[config.mk]
export PLATFORM = sky130hd
export DESIGN_NAME = gwe_ctrl
export DESIGN_NICKNAME = d
export VERILOG_FILES = /design/src/rtl/gwe_pkg.sv /design/src/rtl/gwe_ctrl.sv
export SDC_FILE = /design/constraint.sdc
export NUM_CORES = 1
export LEC_CHECK = 0
export BUFFER_PORTS_ARGS = -buffer_cell sky130_fd_sc_hd__buf_2
export CAP_MARGIN = 30
export CORE_AREA = 5 5 42 44
export CTS_CLUSTER_SIZE = 24
export DETAILED_ROUTE_END_ITERATION = 12
export DIE_AREA = 0 0 47 49
export GPL_ROUTABILITY_DRIVEN = 1
export PLACE_DENSITY = 0.43
export SLEW_MARGIN = 30
export SYNTH_ARGS = -nofsm -noshare
export SYNTH_HDL_FRONTEND = slang
export SYNTH_SLANG_ARGS = --single-unit
export TNS_END_PERCENT = 20
[constraint.sdc]
create_clock -name i_clk -period 3.65 [get_ports i_clk]
set_input_delay 0.365 -clock i_clk [delete_from_list [all_inputs] [get_ports i_clk]]
set_output_delay 0.365 -clock i_clk [all_outputs]
set_load 0.005 [all_outputs]
[src/rtl/gwe_pkg.sv]
// ---------------------------------------------------------------------------
// gwe_pkg
// Shared types and constants for the graph walk engine.
// ---------------------------------------------------------------------------
package gwe_pkg;

    localparam int MAX_NODES   = 64;
    localparam int NODE_W      = $clog2(MAX_NODES);
    localparam int STORE_DEPTH = 4096;
    localparam int STORE_AW    = $clog2(STORE_DEPTH);
    localparam int COUNT_W     = STORE_AW + 1;
    localparam int NCOUNT_W    = 7;
    localparam int CFG_W       = 7;
    localparam int CFG_IDX_W   = 2;

    localparam logic [1:0] REQ_LOAD  = 2'd0;
    localparam logic [1:0] REQ_START = 2'd1;
    localparam logic [1:0] REQ_STEP  = 2'd2;

    localparam logic [1:0] ST_OK    = 2'd0;
    localparam logic [1:0] ST_EMPTY = 2'd1;
    localparam logic [1:0] ST_FULL  = 2'd2;

    localparam logic [CFG_IDX_W-1:0] CFG_ORDER = 2'd0;
    localparam logic [CFG_IDX_W-1:0] CFG_DROP  = 2'd1;
    localparam logic [CFG_IDX_W-1:0] CFG_NODES = 2'd2;

    typedef enum logic [2:0] {
        S_IDLE,
        S_TAKE,
        S_ROW,
        S_SCAN,
        S_DROP_RD,
        S_DROP_CHK,
        S_DONE
    } t_state;

    typedef struct packed {
        logic accept;
        logic take;
        logic latch_row;
        logic scan;
        logic drop_pop;
    } t_dp_cmd;

    typedef struct packed {
        logic count_zero;
        logic scan_last;
        logic head_visited;
        logic drop_en;
    } t_dp_stat;

endpackage

[src/rtl/gwe_ctrl.sv]
// ---------------------------------------------------------------------------
// gwe_ctrl
// Sequencer for request handling: take, row fetch, scan and head cleanup.
// ---------------------------------------------------------------------------
module gwe_ctrl (
    input  logic             i_clk,
    input  logic             i_rst_n,
    input  logic             start,
    input  logic [1:0]       i_req_type,
    input  gwe_pkg::t_dp_stat i_stat,
    output gwe_pkg::t_dp_cmd  o_cmd,
    output logic             busy,
    output logic             o_valid
);

    gwe_pkg::t_state r_state, n_state;

    always_ff @(posedge i_clk) begin
        if (!i_rst_n) begin
            r_state <= gwe_pkg::S_IDLE;
        end else begin
            r_state <= n_state;
        end
    end

    always_comb begin
        n_state = r_state;
        case (r_state)
            gwe_pkg::S_IDLE: begin
                if (start) begin
                    if (i_req_type == gwe_pkg::REQ_STEP && !i_stat.count_zero)
                        n_state = gwe_pkg::S_TAKE;
                    else
                        n_state = gwe_pkg::S_DONE;
                end
            end
            gwe_pkg::S_TAKE:    n_state = gwe_pkg::S_ROW;
            gwe_pkg::S_ROW:     n_state = gwe_pkg::S_SCAN;
            gwe_pkg::S_SCAN: begin
                if (i_stat.scan_last) n_state = gwe_pkg::S_DROP_RD;
            end
            gwe_pkg::S_DROP_RD: begin
                if (i_stat.drop_en && !i_stat.count_zero)
                    n_state = gwe_pkg::S_DROP_CHK;
                else
                    n_state = gwe_pkg::S_DONE;
            end
            gwe_pkg::S_DROP_CHK: begin
                if (i_stat.head_visited) n_state = gwe_pkg::S_DROP_RD;
                else                     n_state = gwe_pkg::S_DONE;
            end
            gwe_pkg::S_DONE:    n_state = gwe_pkg::S_IDLE;
            default:            n_state = gwe_pkg::S_IDLE;
        endcase
    end

    always_comb begin
        o_cmd           = '0;
        busy            = (r_state != gwe_pkg::S_IDLE);
        o_valid         = 1'b0;
        case (r_state)
            gwe_pkg::S_IDLE:     o_cmd.accept    = start;
            gwe_pkg::S_TAKE:     o_cmd.take      = 1'b1;
            gwe_pkg::S_ROW:      o_cmd.latch_row = 1'b1;
            gwe_pkg::S_SCAN:     o_cmd.scan      = 1'b1;
            gwe_pkg::S_DROP_CHK: o_cmd.drop_pop  = i_stat.head_visited;
            gwe_pkg::S_DONE:     o_valid         = 1'b1;
            default:             o_cmd           = '0;
        endcase
    end

    a_done_returns: assert property (@(posedge i_clk) disable iff (!i_rst_n)
        r_state == gwe_pkg::S_DONE |=> r_state == gwe_pkg::S_IDLE)
        else $error("result state not left after one cycle");
    a_take_to_row: assert property (@(posedge i_clk) disable iff (!i_rst_n)
        r_state == gwe_pkg::S_TAKE |=> r_state == gwe_pkg::S_ROW)
        else $error("row fetch skipped after take");
    a_accept_busy: assert property (@(posedge i_clk) disable iff (!i_rst_n)
        o_cmd.accept |=> busy)
        else $error("accepted word did not raise busy");

endmodule

== Yosys cells after proc, flatten, opt, wreduce, memory -nomap -nowiden ==
Cells that the tools add are included.

* Register bits after elaboration: 3
* Output and inout bits: 7
* Word-level logic and storage cells: 28

* Equal/unequal tests: 9
* Muxes and demuxes: 12
* Reductions and logical operators: 6

{| class="wikitable"
|+ Operators with widths
! operator !! number
|-
| $pmux 3 s6 || 1
|-
| $eq 3x3->1 const B || 3
|-
| $mux 3 || 3
|-
| $eq 3x2->1 const B || 2
|-
| $mux 1 || 6
|-
| $mux 2 || 2
|-
| $ne 2x2->1 const B || 2
|-
| $eq 3x1->1 const B || 1
|-
| $logic_not 3->1 || 1
|-
| $reduce_bool 3->1 || 1
|-
| $eq 2x2->1 const B || 1
|-
| $logic_and 1x1->1 || 2
|-
| $reduce_and 2->1 || 1
|-
| $logic_not 1->1 || 1
|}

== Longest topological paths before layout ==
Gate-level depths: netlist of run 1.

* Depth in word-level cells: 5
* Depth in mapped cells: 4
* Depth with buffers taken out: 3

== Worst setup path before layout of run 1 ==
No wires, ideal clock.

* Path kind: register to output
* From: register r_state[0]
* To: output o_cmd[4] (netlist name)
* Data arrival time: 0.862 ns
* Required time: 3.285 ns
* Slack: 2.423 ns
* Cell stages (with the launch flop): 4
* Cells stage by stage: dfxtp_1 > clkbuf_1 > nor3_1 > and2_1

{| class="wikitable"
|+ RTL lines
! item !! RTL line !! text
|-
| from (decl) || gwe_ctrl.sv:16 || <nowiki>gwe_pkg::t_state r_state, n_state;</nowiki>
|-
| from (signal assigned) || gwe_ctrl.sv:20 || <nowiki>r_state <= gwe_pkg::S_IDLE;</nowiki>
|-
| from (signal assigned) || gwe_ctrl.sv:22 || <nowiki>r_state <= n_state;</nowiki>
|-
| to (decl) || gwe_ctrl.sv:11 || <nowiki>output gwe_pkg::t_dp_cmd o_cmd,</nowiki>
|}

==> summary.txt, run 1 <==
Setup path
  – R2R Path End: r_state[1]$_SDFFE_PN0P_
  – CP max stage cell: dfxtp_1
  – Setup crit end kind: output port
  – Reg2reg start: r_state[1]$_SDFFE_PN0P_
  – Worst setup SP type: flop
  – WP data arrival: 1320 ps
  – R2R setup slack: 2420 ps
  – Largest stage delay, worst path: 480 ps
  – Worst path buffer plus inverter count: 1
  – Top delay family on crit path: simple AND/OR/NAND/NOR gates
  – Required time of the critical path: 3280 ps
  – WS Path Type: flop to output port
  – R2R cell count: 3
  – CP cell instances: nor2b_1 -> and2_1 -> buf_2
  – CP Max Fanout: 9

Die
  – Die W: 47 um
  – Core area: 0.001401 mm2
  – Row cnt: 14
  – Initial Util: 0.1911
  – Die area: 0.002303 mm2
  – I/O pin cnt: 16
  – Chip height: 49 um

Detailed routing
  – DR iter-0 viols: 4
  – Vias per cell: 4.485
  – Routed Antenna Nets: 0
  – Routed vias: 305
  – Avg WL per Cell: 10.60 um
  – Initial DRT Pass Iterations: 2
  – DRC viols: 0
  – Routed wire length: 721 um

Min path
  – Hold Startpoint: i_rst_n
  – Hold WC Path Type: input port to flop
  – Hold Path Depth: 3
  – Hold Path End: r_state[2]$_SDFFE_PN0P_

Power
  – Combinational share of power: 0.409
  – P_sw: 76.62 uW
  – Worst vdd ir: 0.1747 mV
  – P_leak: 0.1823 nW
  – PD cells: 550.4 mW/mm2
  – Seq pwr share: 0.304
  – Clock power share: 0.287
  – Internal power: 129.3 uW
  – Switch share: 0.3721

Place
  – Total placed cells including tap cells: 64
  – I/O Buffers: 15
  – Placed Area: 347.8 um2
  – Final HPWL DP: 554.2 um
  – Routability cong.: 0.7196

STA
  – RSZ-0062 raised after global routing: no
  – F_max: 593.7 MHz
  – Final setup TNS: 0 ps
  – Worst Max-Slew Pin Slew: 397.0 ps
  – Fin crit period: 1684 ps
  – Tcrit/Tclk final: 0.4614
  – Slew Viols, Final: 0
  – Final setup vio count: 0
  – Worst relative slew slack: 0.7350
  – Skew final: 3.721 ps
  – Final hold viol count: 0

Flow run
  – Max-cap violations: 0

Global route
  – Number of global-route vias before repair: 311
  – First-pass GRT wire length: 1.297 mm
  – Largest net degree at the start of global routing: 14
  – GRT Residual Overflow: 0
  – GR Util All Layers: 0.07817
  – Initial antenna violation count: 0

Finish
  – Layout cell share with drive strength beyond 1: 0.4231
  – Largest register FFs: 3
  – Final Core Density: 0.2670
  – # diodes: 0
  – Largest reg by FF count: r_state
  – Most common cell after layout, fill and taps aside: buf_2
  – Final Net Count: 62
  – Most frequent cells in the layout: buf_2, nand2_1
  – Largest registers: r_state: 3 flops
  – Finished Cell Area: 374.1 um2
  – Syn-to-layout area delta: 39.72%
  – Fillers: 159
  – Non-Filler Instances: 68

Clock network
  – Total CTS buffers: 3
  – Clk buf depth: 2
  – Clock sink total: 3
  – Htree depth: 1
  – TritonCTS clock tree: built
  – Post-cts gate resize count: 0
  – Hold Buf Count CTS: 0
  – Root Driver: clkbuf_4
  – Reg clk slew, reported paths: 40 ps
  – Clk_lat worst skew: 230 ps
  – Post-CTS Setup Repair Bufs: 0

Logic synthesis
  – Synth Cell Area: 267.8 um2
  – Syn Nets: 44
  – Synth unique cells: 21
  – Synth warnings: 0
  – Avg Cell Area, Syn: 7.650 um2
  – #FFs+latches synth: 3
  – Cells after Synth: 35
  – Register area share after synthesis: 0.2243

Status
  – Run status: completed
## cell usage after synthesis (all sizes together)
master | count | area (um2)
a21bo | 1 | 10.01
a21oi | 2 | 10.01
a31oi | 3 | 18.77
and2 | 2 | 12.51
and2b | 1 | 7.510
and4bb | 1 | 12.51
buf | 1 | 11.26
clkbuf | 1 | 3.750
dfxtp | 3 | 60.06
inv | 2 | 7.510
nand2 | 4 | 15.01
nand2b | 1 | 6.260
nand3 | 1 | 10.01
nand4b | 1 | 8.760
nor2 | 2 | 7.510
nor2b | 3 | 18.77
nor3 | 1 | 5.000
nor3b | 2 | 15.01
o21bai | 1 | 7.510
o311ai | 1 | 8.760
or4 | 1 | 11.26
## kinds of logic (layout without fill, tap and decap cells)
family,after synthesis,count (layout),synth area share
buffers and inverters,4,21,0.08411
and+or+nand+nor,20,20,0.4860
DFF,3,3,0.2243
AOI/OAI and AO/OA,8,8,0.2056
## per-stage QoR
stage | setup WS, ps | hold WS (ps) | power [mW]
detailed placement | 2229 | 623.6 | 0.1475
CTS | 1966 | 373.9 | 0.2090
finish | 1966 | 379.1 | 0.2059
floorplan | 2423 | 481.1 | 0.1221
global route | 1820 | 398.6 | 0.2287
global placement | 2267 | 630.2 | 0.1486
## area by class of cell
cell class | count | area, um2 | share of cell area
Multi-Input combinational cell | 28 | 185.2 | 0.4950
Inverter | 2 | 7.507 | 0.02007
Tap cell | 16 | 20.02 | 0.05351
Sequential cell | 3 | 60.06 | 0.1605
Clock buffer | 4 | 26.28 | 0.07023
Timing Repair Buffer | 15 | 75.07 | 0.2007
## power by group through the flow
stage               Combinational, mW  Clock (mW)  Sequential [mW]
floorplan                      0.0728           0           0.0493
global placement               0.0867           0           0.0619
detailed placement             0.0850           0           0.0625
CTS                            0.0856      0.0616           0.0618
global route                   0.0963      0.0662           0.0662
finish                         0.0842      0.0591           0.0626
## worst min-delay path: cells and delay by family
family	cells	cell delay, ps
compound gates	1	30
buf+inv	1	120
simple gates	1	50
## routing by layer
layer,global-route usage,vias up,share of wire
li1,-,158,-
met1,0.1055,137,0.44
met2,0.09955,10,0.49
met3,0.01476,0,0.064
met4,0.06912,0,0
met5,0,-,0
## worst max path at each step
stage / from / slack, ps / endpoint / cells past startpoint
floorplan: r_state[0]$_SDFFE_PN0P_ / 2420 / o_cmd[4] / 3
global placement: r_state[0]$_SDFFE_PN0P_ / 2270 / o_cmd[4] / 3
detailed placement: r_state[1]$_SDFFE_PN0P_ / 2230 / o_cmd[1] / 3
CTS: r_state[1]$_SDFFE_PN0P_ / 1970 / o_cmd[1] / 3
global route: r_state[1]$_SDFFE_PN0P_ / 1820 / o_cmd[2] / 3
finish: r_state[1]$_SDFFE_PN0P_ / 1970 / o_cmd[1] / 3
(Power assumes the default switching activity.)
==> inputs of run 2 (changes only) <==
--- a/config.mk
+++ b/config.mk
@@ -12,7 +12,7 @@
 export DETAILED_ROUTE_END_ITERATION = 12
 export DIE_AREA = 0 0 47 49
 export GPL_ROUTABILITY_DRIVEN = 1
-export PLACE_DENSITY = 0.43
+export PLACE_DENSITY = 0.45
 export SLEW_MARGIN = 30
 export SYNTH_ARGS = -nofsm -noshare
 export SYNTH_HDL_FRONTEND = slang
==> constraint.sdc (replaced) <==
create_clock -name i_clk -period 1.5 [get_ports i_clk]
set_input_delay 0.15 -clock i_clk [delete_from_list [all_inputs] [get_ports i_clk]]
set_output_delay 0.15 -clock i_clk [all_outputs]
set_load 0.005 [all_outputs]
==> run 2 against run 1 <==
Effect of this change: non-clock buffer count unchanged; count of clock-buffer cells in the layout is the same; sequential share of layout area grew 0.17 points; register-to-register slack worse by 2100 ps; wire length decreased by 2.1%; global-route usage decreased by 0.50 points; first-iteration DRC count unchanged; critical path depth did not move; final area rose by 1.0%; cell count unchanged.
==> summary.txt, run 2 (synthesis gave the netlist of run 1 again) <==
Finish
  – Non-Filler Instances: 68 (unchanged)
  – Register area: 61.31 um2 (+2.1%)
  – Syn-to-layout area delta: 41.12%
  – Largest reg by FF count: r_state
  – Final Net Count: 62 (unchanged)
  – Multi-input gate area: 187.7 um2 (+1.4%)
  – Largest registers: r_state: 3 flops
  – Layout cell share with drive strength beyond 1: 0.4615 (+0.03846)
  – Largest register FFs: 3 (unchanged)
  – Most frequent cells in the layout: buf_2, nand2_1, a31oi_1, clkbuf_4
  – Fillers: 180 (+13%)
  – # diodes: 0 (unchanged)
  – Most common cell after layout, fill and taps aside: buf_2

Clock network
  – Clk buf depth: 2 (unchanged)
  – Clock sink total: 3 (unchanged)
  – Total CTS buffers: 3 (unchanged)
  – Clk_lat worst skew: 230 ps (about the same)
  – Htree depth: 1 (unchanged)
  – Reg clk slew, reported paths: 40 ps (about the same)
  – Post-cts gate resize count: 0 (unchanged)
  – TritonCTS clock tree: built
  – Hold Buf Count CTS: 0 (unchanged)
  – Root Driver: clkbuf_4
  – Post-CTS Setup Repair Bufs: 0 (unchanged)

Die
  – Die W: 47 um (unchanged)
  – Chip height: 49 um (unchanged)
  – Core area: 0.001401 mm2 (unchanged)
  – I/O pin cnt: 16 (unchanged)
  – Die area: 0.002303 mm2 (unchanged)
  – Initial Util: 0.1911 (unchanged)
  – Row cnt: 14 (unchanged)

Setup path
  – R2R setup slack: 290 ps (-2130 ps)
  – R2R cell count: 3 (unchanged)
  – CP Max Fanout: 13 (+4)
  – Setup crit end kind: output port
  – CP startpoint: r_state[0]$_SDFFE_PN0P_
  – R2R Path End: r_state[1]$_SDFFE_PN0P_
  – WP data arrival: 1180 ps (-140 ps)
  – WS Path Type: flop to output port
  – Worst setup SP type: flop
  – Reg2reg start: r_state[0]$_SDFFE_PN0P_
  – Required time of the critical path: 1350 ps (-1930 ps)

Global route
  – GR Util met1: 0.09868 (-0.006810)
  – Number of global-route vias before repair: 282 (-9.3%)
  – Busiest metal layer after global routing: met2
  – GRT Residual Overflow: 0 (unchanged)
  – GR Util All Layers: 0.07319 (-0.004981)
  – Largest net degree at the start of global routing: 14 (unchanged)
  – First-pass GRT wire length: 1.186 mm (-8.6%)
  – Met2 Use GR: 0.09955 (unchanged)
  – GRT met3 Usage: 0.01107 (-0.003690)
  – Initial antenna violation count: 0 (unchanged)

Min path
  – Hold Startpoint: i_rst_n
  – Hold Path End: r_state[1]$_SDFFE_PN0P_
  – Hold WC Path Type: input port to flop
  – Hold Path Depth: 3 (unchanged)

Power
  – Worst vdd ir: 0.3367 mV (+93%)
  – P_leak: 0.1831 nW (+0.42%)
  – PD cells: 1326 mW/mm2 (+140%)

Flow run
  – Max-cap violations: 0 (unchanged)

STA
  – Final setup margin: 172.2 ps (-1793 ps)
  – Tcrit/Tclk final: 0.8852
  – Worst Max-Slew Pin Slew: 422.6 ps (+25.60 ps)
  – F_max: 753.1 MHz
  – Final setup TNS: 0 ps (unchanged)
  – Slew Viols, Final: 0 (unchanged)
  – Final setup vio count: 0 (unchanged)
  – RSZ-0062 raised after global routing: no
  – Worst relative slew slack: 0.7176 (-0.01731)
  – Fin crit period: 1328 ps
  – Skew final: 1.483 ps (-2.239 ps)
  – Final hold viol count: 0 (unchanged)

Detailed routing
  – Routed vias: 294 (-3.6%)
  – Initial DRT Pass Iterations: 2 (unchanged)
  – Routed Antenna Nets: 0 (unchanged)
  – DR iter-0 viols: 4 (unchanged)
  – Avg WL per Cell: 10.38 um (-2.1%)
  – Vias per cell: 4.324 (-3.6%)
  – Routed wire length: 706 um (-2.1%)
  – DRC viols: 0 (unchanged)

Place
  – I/O Buffers: 15 (unchanged)
  – Final HPWL DP: 553 um (-0.22%)
  – Routability cong.: 0.7480 (+3.9%)
  – Dpl ws: 293.4 ps (-1936 ps)
  – Total placed cells including tap cells: 64 (unchanged)

Status
  – Run status: completed
-- run 2: changes by cell type in the layout (fill, tap and decap cells not counted) --
cell and change:
dfxtp_2 +1, nor2b_2 +1, dfxtp_1 -1, nor2b_1 -1
-- run 2: worst max path at each step --
stage | to | slack [ps] | cells after the start
after floorplan | r_state[1]$_SDFFE_PN0P_ | 310 | 4
after global placement | r_state[1]$_SDFFE_PN0P_ | 280 | 3
after detailed placement | r_state[1]$_SDFFE_PN0P_ | 290 | 3
after CTS | o_cmd[2] | 30 | 3
after global routing | o_cmd[4] | 80 | 3
final | o_cmd[4] | 170 | 3
-- run 2: layout make-up --
type                            count  area share
Sequential cell                     3      0.1623
Tap cell                           16     0.05298
Clock buffer                        4     0.06954
Multi-Input combinational cell     28      0.4967
Inverter                            2     0.01987
Timing Repair Buffer               15      0.1987
-- run 2: routing by layer --
metal	vias to the layer above	part of all wire
met1	123	0.49
met2	10	0.45
li1	161	-
met3	0	0.051
met4	0	0
met5	-	0
-- run 2: critical path, cell delays in order (launching register included) --
cell and delay, ps:
dfxtp_1 410, nor3_1 270, and2_1 160, buf_2 100
-- run 2: power by group --
group	switching, mW	total (mW)	internal (mW)
registers	0.0507	0.154	0.103
clock network	0.0428	0.143	0.0998
logic	0.0887	0.204	0.116
total	0.182	0.501	0.319
-- run 2: per-stage QoR --
stage / utilization / cell area (um2) / hold slack [ps] / power (mW)
CTS: 0.2670 / 374.1 / 173.7 / 0.5046
global placement: 0.2482 / 347.8 / 414.7 / 0.3591
finish: 0.2696 / 377.9 / 174.5 / 0.5009
detailed placement: 0.2482 / 347.8 / 416.5 / 0.3546
global route: 0.2696 / 377.9 / 176.0 / 0.5625
floorplan: - / 267.8 / 266.1 / 0.2971
